## config.mk

```make
export PLATFORM = sky130hd
export DESIGN_NAME = donor_slot_selector_top_flat
export DESIGN_NICKNAME = d
export VERILOG_FILES = /design/src/sv/dss_pkg.sv /design/src/sv/dss_req_if.sv /design/src/sv/dss_rsp_if.sv /design/src/sv/donor_slot_selector_top.sv /design/src/sv/dss_mem.sv /design/src/flat_wrapper.sv
export SDC_FILE = /design/constraint.sdc
export NUM_CORES = 2
export LEC_CHECK = 0
export BUFFER_PORTS_ARGS = -buffer_cell sky130_fd_sc_hd__clkbuf_2
export CORE_ASPECT_RATIO = 1.2
export CORE_MARGIN = 5
export CORE_UTILIZATION = 40
export CTS_CLUSTER_SIZE = 16
export DETAILED_ROUTE_END_ITERATION = 8
export GPL_TIMING_DRIVEN = 0
export PLACE_DENSITY_LB_ADDON = 0.05
export RECOVER_POWER = 50
export SETUP_SLACK_MARGIN = 0.15
export SYNTH_ARGS = -nofsm -noshare
export SYNTH_HDL_FRONTEND = slang
export SYNTH_SLANG_ARGS = --single-unit
```

## constraint.sdc

```tcl
create_clock -name clk_i -period 7.52 [get_ports clk_i]
set_input_delay 0.376 -clock clk_i [delete_from_list [all_inputs] [get_ports clk_i]]
set_output_delay 0.376 -clock clk_i [all_outputs]
set_load 0.005 [all_outputs]
```

## src/sv/dss_pkg.sv

```systemverilog
// dss_pkg: shared constants for the donor slot selector.
// Field widths, default table depth and opcode codes. No dependencies.
`timescale 1ns / 1ps

package dss_pkg;

  // default number of donor slots
  localparam int unsigned SLOTS_DEF = 64;

  // fixed field widths
  localparam int unsigned DS_W      = 32;
  localparam int unsigned START_W   = 6;
  localparam int unsigned SLOT_W    = 6;

  // opcode codes
  localparam logic OP_LOAD  = 1'b0;
  localparam logic OP_QUERY = 1'b1;

endpackage

```

## src/sv/dss_req_if.sv

```systemverilog
// dss_req_if: request channel of the donor slot selector (load or query item).
// Depends on dss_pkg for the field widths.
`timescale 1ns / 1ps

interface dss_req_if import dss_pkg::*; ();

  logic               valid;
  logic               ready;
  logic               opcode;
  logic               donor_valid;
  logic [DS_W-1:0]    dataset_id;
  logic [START_W-1:0] start_slot;
  logic               last_entry;

  modport source (
    output valid, opcode, donor_valid, dataset_id, start_slot, last_entry,
    input  ready
  );

  modport sink (
    input  valid, opcode, donor_valid, dataset_id, start_slot, last_entry,
    output ready
  );

endinterface

```

## src/sv/dss_rsp_if.sv

```systemverilog
// dss_rsp_if: result channel of the donor slot selector (one item per query).
// Depends on dss_pkg for the field widths.
`timescale 1ns / 1ps

interface dss_rsp_if import dss_pkg::*; ();

  logic              valid;
  logic              ready;
  logic              found;
  logic [SLOT_W-1:0] sel_slot;

  modport source (
    output valid, found, sel_slot,
    input  ready
  );

  modport sink (
    input  valid, found, sel_slot,
    output ready
  );

endinterface

```

## src/sv/donor_slot_selector_top.sv

```systemverilog
// donor_slot_selector_top: donor table with circular next-valid and
// next-different lookup. Depends on dss_pkg, dss_req_if, dss_rsp_if, dss_mem.
//
//  channel | modport       | direction | payload
//  --------+---------------+-----------+----------------------------------------------
//  req_i   | dss_req_if    | in        | opcode, donor_valid, dataset_id, start_slot,
//          | .sink         |           | last_entry
//  rsp_o   | dss_rsp_if    | out       | found, sel_slot (one item per query)
//
//  A query reads the next-valid entry, then the entry and dataset of that slot,
//  then registers the result; the second table read depends on the first.
//  A load with last_entry starts a rebuild: two backward walks over the entry
//  memory, one entry per cycle.
//  Reset clears control only; table memories hold nothing valid until rebuilt.
//  A query that finishes while the result register is still full waits in ST_QDS;
//  no loads or queries are taken while it waits.
`timescale 1ns / 1ps

module donor_slot_selector_top import dss_pkg::*; #(
  parameter int unsigned SLOTS = SLOTS_DEF
) (
  input  logic       clk_i,
  input  logic       rst_ni,
  dss_req_if.sink    req_i,
  dss_rsp_if.source  rsp_o
);

  localparam int unsigned IW = $clog2(SLOTS);
  localparam int unsigned NW = $clog2(SLOTS + 1);
  localparam int unsigned SW = (NW > START_W) ? NW : START_W;
  localparam int unsigned AW_D = 1 + DS_W;
  localparam int unsigned BW_D = 2 * NW;
  localparam logic [NW-1:0] NONE = NW'(SLOTS);

  typedef enum logic [3:0] {
    ST_IDLE = 4'b0001,
    ST_QNV  = 4'b0010,
    ST_QDS  = 4'b0100,
    ST_WALK = 4'b1000
  } state_e;

  // control registers
  state_e          state_q;
  logic [NW-1:0]   lp_q;
  logic [NW-1:0]   ts_q;
  logic            any_q;
  logic [NW-1:0]   rb_size_q;
  logic [IW-1:0]   rb_last_q;
  logic [IW-1:0]   rd_ptr_q;
  logic            rd_act_q;
  logic            p_vld_q;
  logic [IW-1:0]   p_idx_q;
  logic            lap_q;
  logic            q_ok_q;
  logic            out_vld_q;

  // payload registers
  logic [IW-1:0]     first_q;
  logic [DS_W-1:0]   first_ds_q;
  logic [NW-1:0]     nx_slot_q;
  logic [DS_W-1:0]   nx_ds_q;
  logic [NW-1:0]     nx_no_q;
  logic [DS_W-1:0]   q_ds_q;
  logic [IW-1:0]     q_first_q;
  logic              out_found_q;
  logic [SLOT_W-1:0] out_slot_q;

  // memory ports
  logic            a_we, a_re;
  logic [IW-1:0]   a_waddr, a_raddr;
  logic [AW_D-1:0] a_wdata, a_rdata;
  logic            b_we, b_re;
  logic [IW-1:0]   b_waddr, b_raddr;
  logic [BW_D-1:0] b_wdata, b_rdata;

  // entry memory: {valid, dataset}
  dss_mem #(.WIDTH(AW_D), .DEPTH(SLOTS)) u_entry_mem (
    .clk_i   (clk_i),
    .we_i    (a_we),
    .waddr_i (a_waddr),
    .wdata_i (a_wdata),
    .re_i    (a_re),
    .raddr_i (a_raddr),
    .rdata_o (a_rdata)
  );

  // lookup memory: {next valid, next different}
  dss_mem #(.WIDTH(BW_D), .DEPTH(SLOTS)) u_link_mem (
    .clk_i   (clk_i),
    .we_i    (b_we),
    .waddr_i (b_waddr),
    .wdata_i (b_wdata),
    .re_i    (b_re),
    .raddr_i (b_raddr),
    .rdata_o (b_rdata)
  );

  // handshake decode
  logic acc, is_load, is_query, out_free;
  assign req_i.ready = (state_q == ST_IDLE);
  assign acc      = req_i.valid && req_i.ready;
  assign is_load  = acc && (req_i.opcode == OP_LOAD);
  assign is_query = acc && (req_i.opcode == OP_QUERY);
  assign out_free = !out_vld_q || rsp_o.ready;

  // load bookkeeping: pointer, first valid slot of the sequence
  logic            lp_full, seq_start, any_base, load_vld, new_first, any_d;
  logic [NW-1:0]   lp_inc, lp_dec;
  logic [IW-1:0]   first_d;
  logic [DS_W-1:0] first_ds_d;

  always_comb begin
    lp_full    = (lp_q == NONE);
    seq_start  = (lp_q == '0);
    lp_inc     = lp_full ? lp_q : lp_q + 1'b1;
    lp_dec     = lp_inc - 1'b1;
    any_base   = seq_start ? 1'b0 : any_q;
    load_vld   = is_load && !lp_full && req_i.donor_valid;
    new_first  = load_vld && !any_base;
    any_d      = any_base || load_vld;
    first_d    = new_first ? lp_q[IW-1:0] : first_q;
    first_ds_d = new_first ? req_i.dataset_id : first_ds_q;
  end

  // query range check
  logic [SW-1:0] start_ext, ts_ext;
  logic          in_range;
  assign start_ext = SW'(req_i.start_slot);
  assign ts_ext    = SW'(ts_q);
  assign in_range  = (start_ext < ts_ext);

  // walk step: one entry per cycle, backward in slot order
  logic            e_vld;
  logic [DS_W-1:0] e_ds;
  logic [NW-1:0]   e_no;
  logic [NW-1:0]   b_nv, b_no;
  assign e_vld = a_rdata[DS_W];
  assign e_ds  = a_rdata[DS_W-1:0];
  assign e_no  = (e_ds != nx_ds_q) ? nx_slot_q : nx_no_q;
  assign b_nv  = b_rdata[BW_D-1:NW];
  assign b_no  = b_rdata[NW-1:0];

  logic qnv_hit;
  assign qnv_hit = q_ok_q && (b_nv != NONE);

  // memory port selection
  always_comb begin
    a_we    = is_load && !lp_full;
    a_waddr = lp_q[IW-1:0];
    a_wdata = {req_i.donor_valid, req_i.dataset_id};
    a_re    = 1'b0;
    a_raddr = rd_ptr_q;
    b_re    = 1'b0;
    b_raddr = start_ext[IW-1:0];
    b_we    = (state_q == ST_WALK) && p_vld_q;
    b_waddr = p_idx_q;
    b_wdata = e_vld ? {NW'(p_idx_q), e_no} : {nx_slot_q, NONE};
    case (state_q)
      ST_IDLE: begin
        b_re = is_query && in_range;
      end
      ST_QNV: begin
        a_re    = qnv_hit;
        a_raddr = b_nv[IW-1:0];
        b_re    = qnv_hit;
        b_raddr = b_nv[IW-1:0];
      end
      ST_WALK: begin
        a_re = rd_act_q;
      end
      default: begin
      end
    endcase
  end

  // query result
  logic [NW-1:0]     pick;
  logic [SW-1:0]     pick_ext;
  logic              pick_found;
  logic [SLOT_W-1:0] pick_slot;
  always_comb begin
    if (!q_ok_q) begin
      pick = NONE;
    end else if (e_ds == q_ds_q) begin
      pick = b_no;
    end else begin
      pick = NW'(q_first_q);
    end
    pick_ext   = SW'(pick);
    pick_found = (pick != NONE);
    pick_slot  = pick_found ? pick_ext[SLOT_W-1:0] : '0;
  end

  // result valid: set when a query finishes, drop once delivered
  logic out_vld_d;
  always_comb begin
    out_vld_d = out_vld_q;
    if (out_vld_q && rsp_o.ready) begin
      out_vld_d = 1'b0;
    end
    if ((state_q == ST_QDS) && out_free) begin
      out_vld_d = 1'b1;
    end
  end

  // control state
  always_ff @(posedge clk_i or negedge rst_ni) begin
    if (!rst_ni) begin
      state_q   <= ST_IDLE;
      lp_q      <= '0;
      ts_q      <= '0;
      any_q     <= 1'b0;
      rb_size_q <= '0;
      rb_last_q <= '0;
      rd_ptr_q  <= '0;
      rd_act_q  <= 1'b0;
      p_vld_q   <= 1'b0;
      p_idx_q   <= '0;
      lap_q     <= 1'b0;
      q_ok_q    <= 1'b0;
      out_vld_q <= 1'b0;
    end else begin
      out_vld_q <= out_vld_d;
      case (state_q)
        ST_IDLE: begin
          if (is_load) begin
            any_q <= any_d;
            // drop the table on the first load and during the rebuild
            if (seq_start || req_i.last_entry) begin
              ts_q <= '0;
            end
            if (req_i.last_entry) begin
              lp_q      <= '0;
              rb_size_q <= lp_inc;
              rb_last_q <= lp_dec[IW-1:0];
              rd_ptr_q  <= lp_dec[IW-1:0];
              rd_act_q  <= 1'b1;
              p_vld_q   <= 1'b0;
              lap_q     <= 1'b0;
              state_q   <= ST_WALK;
            end else begin
              lp_q <= lp_inc;
            end
          end else if (is_query) begin
            q_ok_q  <= in_range;
            state_q <= ST_QNV;
          end
        end
        ST_QNV: begin
          q_ok_q  <= qnv_hit;
          state_q <= ST_QDS;
        end
        ST_QDS: begin
          // hold here until the result register is free
          if (out_free) begin
            state_q <= ST_IDLE;
          end
        end
        ST_WALK: begin
          // advance read pointer
          if (rd_act_q) begin
            p_vld_q <= 1'b1;
            p_idx_q <= rd_ptr_q;
            if (rd_ptr_q == '0) begin
              rd_act_q <= 1'b0;
            end else begin
              rd_ptr_q <= rd_ptr_q - 1'b1;
            end
          end else begin
            p_vld_q <= 1'b0;
          end
          // end of a lap: restart once, then publish the table
          if (p_vld_q && (p_idx_q == '0)) begin
            if (!lap_q) begin
              lap_q    <= 1'b1;
              rd_act_q <= 1'b1;
              rd_ptr_q <= rb_last_q;
            end else begin
              ts_q    <= rb_size_q;
              state_q <= ST_IDLE;
            end
          end
        end
        default: begin
          state_q <= ST_IDLE;
        end
      endcase
    end
  end

  // payload state
  always_ff @(posedge clk_i) begin
    if (is_load) begin
      first_q    <= first_d;
      first_ds_q <= first_ds_d;
      if (req_i.last_entry) begin
        // seed the walk with the wrap-around successor
        nx_slot_q <= any_d ? NW'(first_d) : NONE;
        nx_ds_q   <= first_ds_d;
        nx_no_q   <= NONE;
      end
    end
    if (is_query) begin
      q_ds_q <= req_i.dataset_id;
    end
    if (state_q == ST_QNV) begin
      q_first_q <= b_nv[IW-1:0];
    end
    if ((state_q == ST_WALK) && p_vld_q && e_vld) begin
      nx_slot_q <= NW'(p_idx_q);
      nx_ds_q   <= e_ds;
      nx_no_q   <= e_no;
    end
    if ((state_q == ST_QDS) && out_free) begin
      out_found_q <= pick_found;
      out_slot_q  <= pick_slot;
    end
  end

  assign rsp_o.valid    = out_vld_q;
  assign rsp_o.found    = out_found_q;
  assign rsp_o.sel_slot = out_slot_q;

endmodule

```

## src/sv/dss_mem.sv

```systemverilog
// dss_mem: simple dual-port synchronous RAM, one write and one read port,
// read data registered. No package dependencies.
`timescale 1ns / 1ps

module dss_mem #(
  parameter int unsigned WIDTH = 8,
  parameter int unsigned DEPTH = 64
) (
  input  logic                     clk_i,
  input  logic                     we_i,
  input  logic [$clog2(DEPTH)-1:0] waddr_i,
  input  logic [WIDTH-1:0]         wdata_i,
  input  logic                     re_i,
  input  logic [$clog2(DEPTH)-1:0] raddr_i,
  output logic [WIDTH-1:0]         rdata_o
);

  logic [WIDTH-1:0] mem_q [DEPTH];
  logic [WIDTH-1:0] rdata_q;

  // write port
  always_ff @(posedge clk_i) begin
    if (we_i) begin
      mem_q[waddr_i] <= wdata_i;
    end
  end

  // registered read port, hold data between reads
  always_ff @(posedge clk_i) begin
    if (re_i) begin
      rdata_q <= mem_q[raddr_i];
    end
  end

  assign rdata_o = rdata_q;

endmodule

```

## src/flat_wrapper.sv

```systemverilog
// flat-port wrapper written by rule: the top's interface ports become plain ports
module donor_slot_selector_top_flat import dss_pkg::*;
#(
  parameter int unsigned SLOTS = SLOTS_DEF
)
  (clk_i, rst_ni, req_i_valid, req_i_opcode, req_i_donor_valid, req_i_dataset_id, req_i_start_slot, req_i_last_entry, req_i_ready, rsp_o_valid, rsp_o_found, rsp_o_sel_slot, rsp_o_ready);
  dss_req_if req_i_i ();
  dss_rsp_if rsp_o_i ();
  input  logic clk_i;
  input  logic rst_ni;
  input wire logic [$bits(req_i_i.valid)-1:0] req_i_valid;
  input wire logic [$bits(req_i_i.opcode)-1:0] req_i_opcode;
  input wire logic [$bits(req_i_i.donor_valid)-1:0] req_i_donor_valid;
  input wire logic [$bits(req_i_i.dataset_id)-1:0] req_i_dataset_id;
  input wire logic [$bits(req_i_i.start_slot)-1:0] req_i_start_slot;
  input wire logic [$bits(req_i_i.last_entry)-1:0] req_i_last_entry;
  output wire logic [$bits(req_i_i.ready)-1:0] req_i_ready;
  output wire logic [$bits(rsp_o_i.valid)-1:0] rsp_o_valid;
  output wire logic [$bits(rsp_o_i.found)-1:0] rsp_o_found;
  output wire logic [$bits(rsp_o_i.sel_slot)-1:0] rsp_o_sel_slot;
  input wire logic [$bits(rsp_o_i.ready)-1:0] rsp_o_ready;
  assign req_i_i.valid = req_i_valid;
  assign req_i_i.opcode = req_i_opcode;
  assign req_i_i.donor_valid = req_i_donor_valid;
  assign req_i_i.dataset_id = req_i_dataset_id;
  assign req_i_i.start_slot = req_i_start_slot;
  assign req_i_i.last_entry = req_i_last_entry;
  assign req_i_ready = req_i_i.ready;
  assign rsp_o_valid = rsp_o_i.valid;
  assign rsp_o_found = rsp_o_i.found;
  assign rsp_o_sel_slot = rsp_o_i.sel_slot;
  assign rsp_o_i.ready = rsp_o_ready;
  donor_slot_selector_top #(.SLOTS(SLOTS)) u_core (.clk_i(clk_i), .rst_ni(rst_ni), .req_i(req_i_i), .rsp_o(rsp_o_i));
endmodule
```

# Word level (Yosys, flattened, before mapping)
# Memories as Yosys holds them, arrays and structs flattened. A register that Yosys moved wholly into a read port is not among the register bits.
# Index checks and enable logic that the tools add are counted.
# totals
ff_bits	178
ramBits	3008
in_bits	45
elab_cells	150
mem_count	2
# mem_list
name	depth	word_bits	rd	rd_clocked_by_memory_dff	wr	line_no	rtl
u_core.u_entry_mem.mem_q	64	33	1	1	1	dss_mem.sv:18	logic [WIDTH-1:0] mem_q [DEPTH];
u_core.u_link_mem.mem_q	64	14	1	1	1	dss_mem.sv:18	
# op_classes
addsub	3
n_lt_le_gt_ge	1
n_eq_ne	19
muxes	64
n_bitwise	1
reduce_logical	37
# ops
op	count
2-to-1 mux 32 bit	4
2-to-1 mux 7 bit	13
2-to-1 mux 6 bit	12
== test 32 bit	1
inequality test 32 bit	1
2-to-1 mux 4 bit	6
2-to-1 mux 1 bit	19
one-hot mux 4 bit (4 select lines)	1
2-to-1 mux 14 bit	1
inequality test 7 bit (second input constant)	2
one-hot mux 7 bit (2 select lines)	1
logical AND 1 bit	13
zero test 6 bit	2
one-hot mux 1 bit (2 select lines)	6
one-hot mux 6 bit (2 select lines)	1
subtractor 6 x 1 -> 6 bit (second input constant)	2
inequality test 2 bit (second input constant)	5
AND reduction 5 bit	2
nonzero test 2 bit	5
AND reduction 3 bit	3
AND reduction 2 bit	4
adder 7 x 1 -> 7 bit (second input constant)	1
== test 7 bit (second input constant)	1
zero test 7 bit	1
other kinds (11)	18

# Depth between registers and ports, before layout
# depth
depth_word	11
ltp_mapped	15

# Modules after synthesis
# From an unflattened synthesis, not the netlist that was laid out.
# unflattened
cells_unflattened	5861
hier_area_um2	125415.3
# modules_own_cells
mod	instances	cells_per_inst	area_per_inst_um2	seq_area_each_um2
dss_mem (u_core.u_entry_mem)	1	3598	81518.2	64411.8
dss_mem (u_core.u_link_mem)	1	1571	35018.6	27326.2
donor_slot_selector_top	1	692	8878.5	5091.1

# Least setup slack after synthesis
# No wires, ideal clock.
# synth_timing
kind	register to register
startpoint	register u_core.state_q[0]
endpoint	memory u_core.u_entry_mem.mem_q[40][0] (netlist name) (enable)
setup_ns	0.423
t_arrival_ns	4.963
slack_ns	2.134
path_stages_with_launch	8
n_path_buf	2
cell_sequence	dfstp_2 -> buf_2 -> nor4b_1 -> nand3b_1 -> inv_1 -> clkbuf_1 -> nand4b_1 -> nor2_1
# synth_via
elab_chain_cells	6
# synth_rtl
item	line_no	rtl
start: declaration	donor_slot_selector_top.sv:43	state_e state_q;
start signal: assignment	donor_slot_selector_top.sv:209	state_q <= ST_IDLE;
start signal: assignment	donor_slot_selector_top.sv:240	state_q <= ST_WALK;
start signal: assignment	donor_slot_selector_top.sv:246	state_q <= ST_QNV;
== test 4 x 1 -> 1 bit	donor_slot_selector_top.sv:100	assign req_i.ready = (state_q == ST_IDLE);
net req_i_ready	flat_wrapper.sv:17	output wire logic [$bits(req_i_i.ready)-1:0] req_i_ready;
logical AND 1 bit	donor_slot_selector_top.sv:101	assign acc = req_i.valid && req_i.ready;
logical AND 1 bit	donor_slot_selector_top.sv:102	assign is_load = acc && (req_i.opcode == OP_LOAD);
logical AND 1 bit	donor_slot_selector_top.sv:148	a_we = is_load && !lp_full;
2-to-1 mux 1 bit	dss_mem.sv:23	if (we_i) begin
2-to-1 mux 1 bit (implied by the code)	dss_mem.sv:24	mem_q[waddr_i] <= wdata_i;
end: declaration	dss_mem.sv:18	
# The timed path passes the listed nets, and every way through them passes these cells.

# Final worst setup path
# layout_timing
startpoint	register u_core.state_q[0]
endpoint	register u_core.u_entry_mem.rdata_q[17] (netlist: u_core.u_entry_mem.rdata_o[17]), read port of u_core.u_entry_mem.mem_q, data pin
# layout_via
elab_chain_cells	2
# layout_rtl
item	line_no	rtl
== test 4 bit or == test 4 x 2 -> 1 bit (tied branches)	donor_slot_selector_top.sv:158	case (state_q)
one-hot mux 1 bit (2 select lines) or 2-to-1 mux 6 bit (tied branches)	donor_slot_selector_top.sv:158	
end: declaration	dss_mem.sv:19	logic [WIDTH-1:0] rdata_q;
# Parallel ways exist; a longest one is shown, timed or not.
# A chain may end at the register's enable or synchronous reset.

==> metrics.txt <==
WS Path Type=reg2reg; Die ar.=325300 um2; total power=50.42 mW; GRT Residual Overflow=0; Max Clk Rate=136.6 MHz; syn nets=7684; Area Overhead vs Synth=15.33%; die width=521.5 um; TritonCTS buffer count=340; Pre-Repair DR Iteration Count=6; Max Used Layer=met5; worst hold path type=in2reg; # IOs=54; Crit path arrival time=7980 ps; most frequent CP cell=clkbuf_1; total global-route track usage=26.72%; crit path max fanout=13; Via density=5.778; vias in the first global route=72346; final hold vios=0; H-tree Lvls=5; routed wl met3=27580 um; Tmin final=7319 ps; register area share after synthesis=77.10%; Core Region=312800 um2; Max Buffers Root-to-Sink=4; final cycle utilization of the critical path=97.33%; GPL Wtd Cong=1.107; DIE HEIGHT=623.8 um; routed wl met2=219300 um; Max-slew headroom=-164.2%; Tightest Pin Transition=3963 ps; Yosys warnings=0; status=complete, but fails checks; synthesized cell area=125600 um2; IO Port Bufs=53; critical path's largest stage delay=1410 ps; synthesized area per cell=16.46 um2; first-pass GRT wire length=603300 um; placed instance area=135300 um2; Most used DFF post-synth=edfxtp_1; postcts setup bufs=0; placed cell count=12051; FFs w/ async S/R, synth=1.516%; largest net degree at the start of global routing=68; nets=8273; clock latency on the worst-skew pair=880 ps; initial detailed-routing violation count=8024; post-route clock skew=45.35 ps; final slew viol count=2595; Design Area, Final=144800 um2; RSZ-0062 raised after global routing=false; final setup fails=0; Cell Rows=225; WP buf/inv=6; vias after detailed routing=74033; setup_tns=0 ps; Routed Wire Length=443100 um; Power Density=348.1 nW/um2; Initial Util=40.15%; Post-Synthesis Cells=7629; Post-synth EDFFs=3183; worst vdd ir=198.1 uV; #FFs+latches synth=3233; CP endpoint kind=flop; Worst-path clk slew=70 ps; share of layout cells above drive strength 1=13.74%; Pleak=46.42 nW; CTS sink cnt=3233; dpl hpwl=305900 um; ANT nets after route=0; Top delay family on crit path=buffers and inverters; TritonCTS clock tree=done; Yosys cell types=65; Max Cap Viol=64; R2R setup slack=200 ps; CP max-delay cell=o22ai_1; initial antenna violation count=36; cell-by-cell trace of the critical path=clkbuf_1 > or4b_1 > clkbuf_1 > buf_6 > inv_1 > mux2i_1 > nor2_1 > buf_2 > clkbuf_1 > a22o_1 > a31oi_1 > o22ai_1 > or3_1; Required @ worst endpoint=8180 ps; M1 wire length=170000 um; DRC violations left=0; failing checks=capacitance limit, slew limit; Post-Layout Cell Count=12812; startpoint types=flop; Filler cells=27394; WL per Instance=34.58 um; clk root buf=clkbuf_16
worst register-to-register path, cell delays in order, from the launching register on:
cell and delay, ps:
dfstp_2 360, clkbuf_1 170, or4b_1 540, clkbuf_1 250, buf_6 240, inv_1 500, mux2i_1 530, nor2_1 1120
buf_2 480, clkbuf_1 640, a22o_1 350, a31oi_1 120, o22ai_1 1410, or3_1 420
cell type report:
class / count / area (um2) / area share, %
sequential: 3233 / 96830 / 66.85
multi-input combinational: 3916 / 27270 / 18.83
inverter: 21 / 78.83 / 0.05442
tap: 4199 / 5254 / 3.627
clock inverter: 160 / 1217 / 0.8406
timing repair buffer: 247 / 2734 / 1.888
antenna: 151 / 377.9 / 0.2609
buffer: 459 / 2056 / 1.419
clock buffer: 426 / 9022 / 6.229
cell usage in the layout (no fill, tap or decap), types with 21 or more instances in the layout:
cell / instances
nor2_1: 152
clkbuf_16: 349
nor2_4: 63
inv_1: 21
mux4_2: 316
nand3_1: 413
or3_1: 38
nand2_1: 1483
a22oi_1: 145
o22ai_1: 55
buf_4: 25
buf_1: 47
dfrtp_1: 48
diode_2: 151
dlygate4sd3_1: 21
a31oi_1: 199
edfxtp_1: 3183
buf_6: 24
buf_2: 114
clkinv_1: 74
xor2_1: 68
a22o_1: 70
mux2i_1: 174
nor4_1: 28
a21oi_1: 203
nand4_1: 103
buf_12: 72
nor2_2: 28
a32oi_1: 151
clkbuf_1: 440
clkinv_2: 51
o21ai_0: 37
cell families (layout without fill, tap and decap cells):
group	Yosys count	after routing	synth area share [%]
flops	3233	3233	77.10
fa+ha+maj	10	10	0.09963
compound gates	921	921	5.026
xor+xnor	73	73	0.5091
mux	527	527	7.495
buf+inv	480	1313	1.698
other cells	0	151	0
simple gates	2385	2385	8.070
routing by layer:
layer | up-vias | GRT usage (%)
met2 | 3208 | 45.50
met1 | 38875 | 33.46
met4 | 8 | 12.81
met3 | 803 | 4.117
li1 | 31139 | -
met5 | - | 0
per-stage QoR:
| stage | hold WS, ps | worst slack [ps] | util, % |
|---|---|---|---|
| after floorplan | 80.41 | 2134 | - |
| after global placement | 459.5 | -2511 | 41.92 |
| after detailed placement | 461.7 | 814.5 | 43.25 |
| after CTS | 4.790 | 803.7 | 46.58 |
| after global routing | 47.72 | 202.5 | 46.29 |
| final | 62.32 | 200.6 | 46.31 |
repair_timing:
item,in CTS,in global routing
hold buffers,20,1
resized for setup,0,0
endpoints found under the hold margin,236,1
registers in the layout (all words and copies together) (netlist names), 14 cells and up:
| signal | flops |
|---|---|
| u_core.u_entry_mem.mem_q | 2112 |
| u_core.u_link_mem.mem_q | 896 |
| u_core.u_entry_mem.rdata_o | 33 |
| u_core.first_ds_q | 32 |
| u_core.nx_ds_q | 32 |
| u_core.q_ds_q | 32 |
| u_core.u_link_mem.rdata_o | 14 |
Yosys cell counts, drive strengths merged, types with 70 or more instances:
master	instances	area share, %
nor2	243	0.74
buf	198	0.85
a31oi	199	0.99
edfxtp	3183	76
a21oi	203	0.81
mux4	324	5.8
mux2i	176	1.4
nand4	103	0.51
clkbuf	261	0.78
a32oi	151	1.1
nand2	1485	4.4
a22o	70	0.49
a22oi	145	0.87
nand3	413	1.6
worst paths after layout:
kind / cells past startpoint / startpoint / to
setup / recovery: 13 / u_core.state_q[0] / u_core.u_entry_mem.rdata_o[17]
hold / removal: 3 / req_i_start_slot[5] / u_core.q_ok_q
setup reg to reg: 13 / u_core.state_q[0] / u_core.u_entry_mem.rdata_o[17]
hold reg to reg: 1 / u_core.rb_last_q[5] / u_core.rb_last_q[5]
max in group asynchronous: 2 / rst_ni / u_core.rd_act_q
min in group asynchronous: 2 / rst_ni / u_core.rsp_o.valid
where the power goes:
part           internal, mW  switching (mW)
Sequential             20.5           0.127
Combinational          3.94            9.89
Clock                  9.04            6.97
Power figures use the tool's default switching activity.
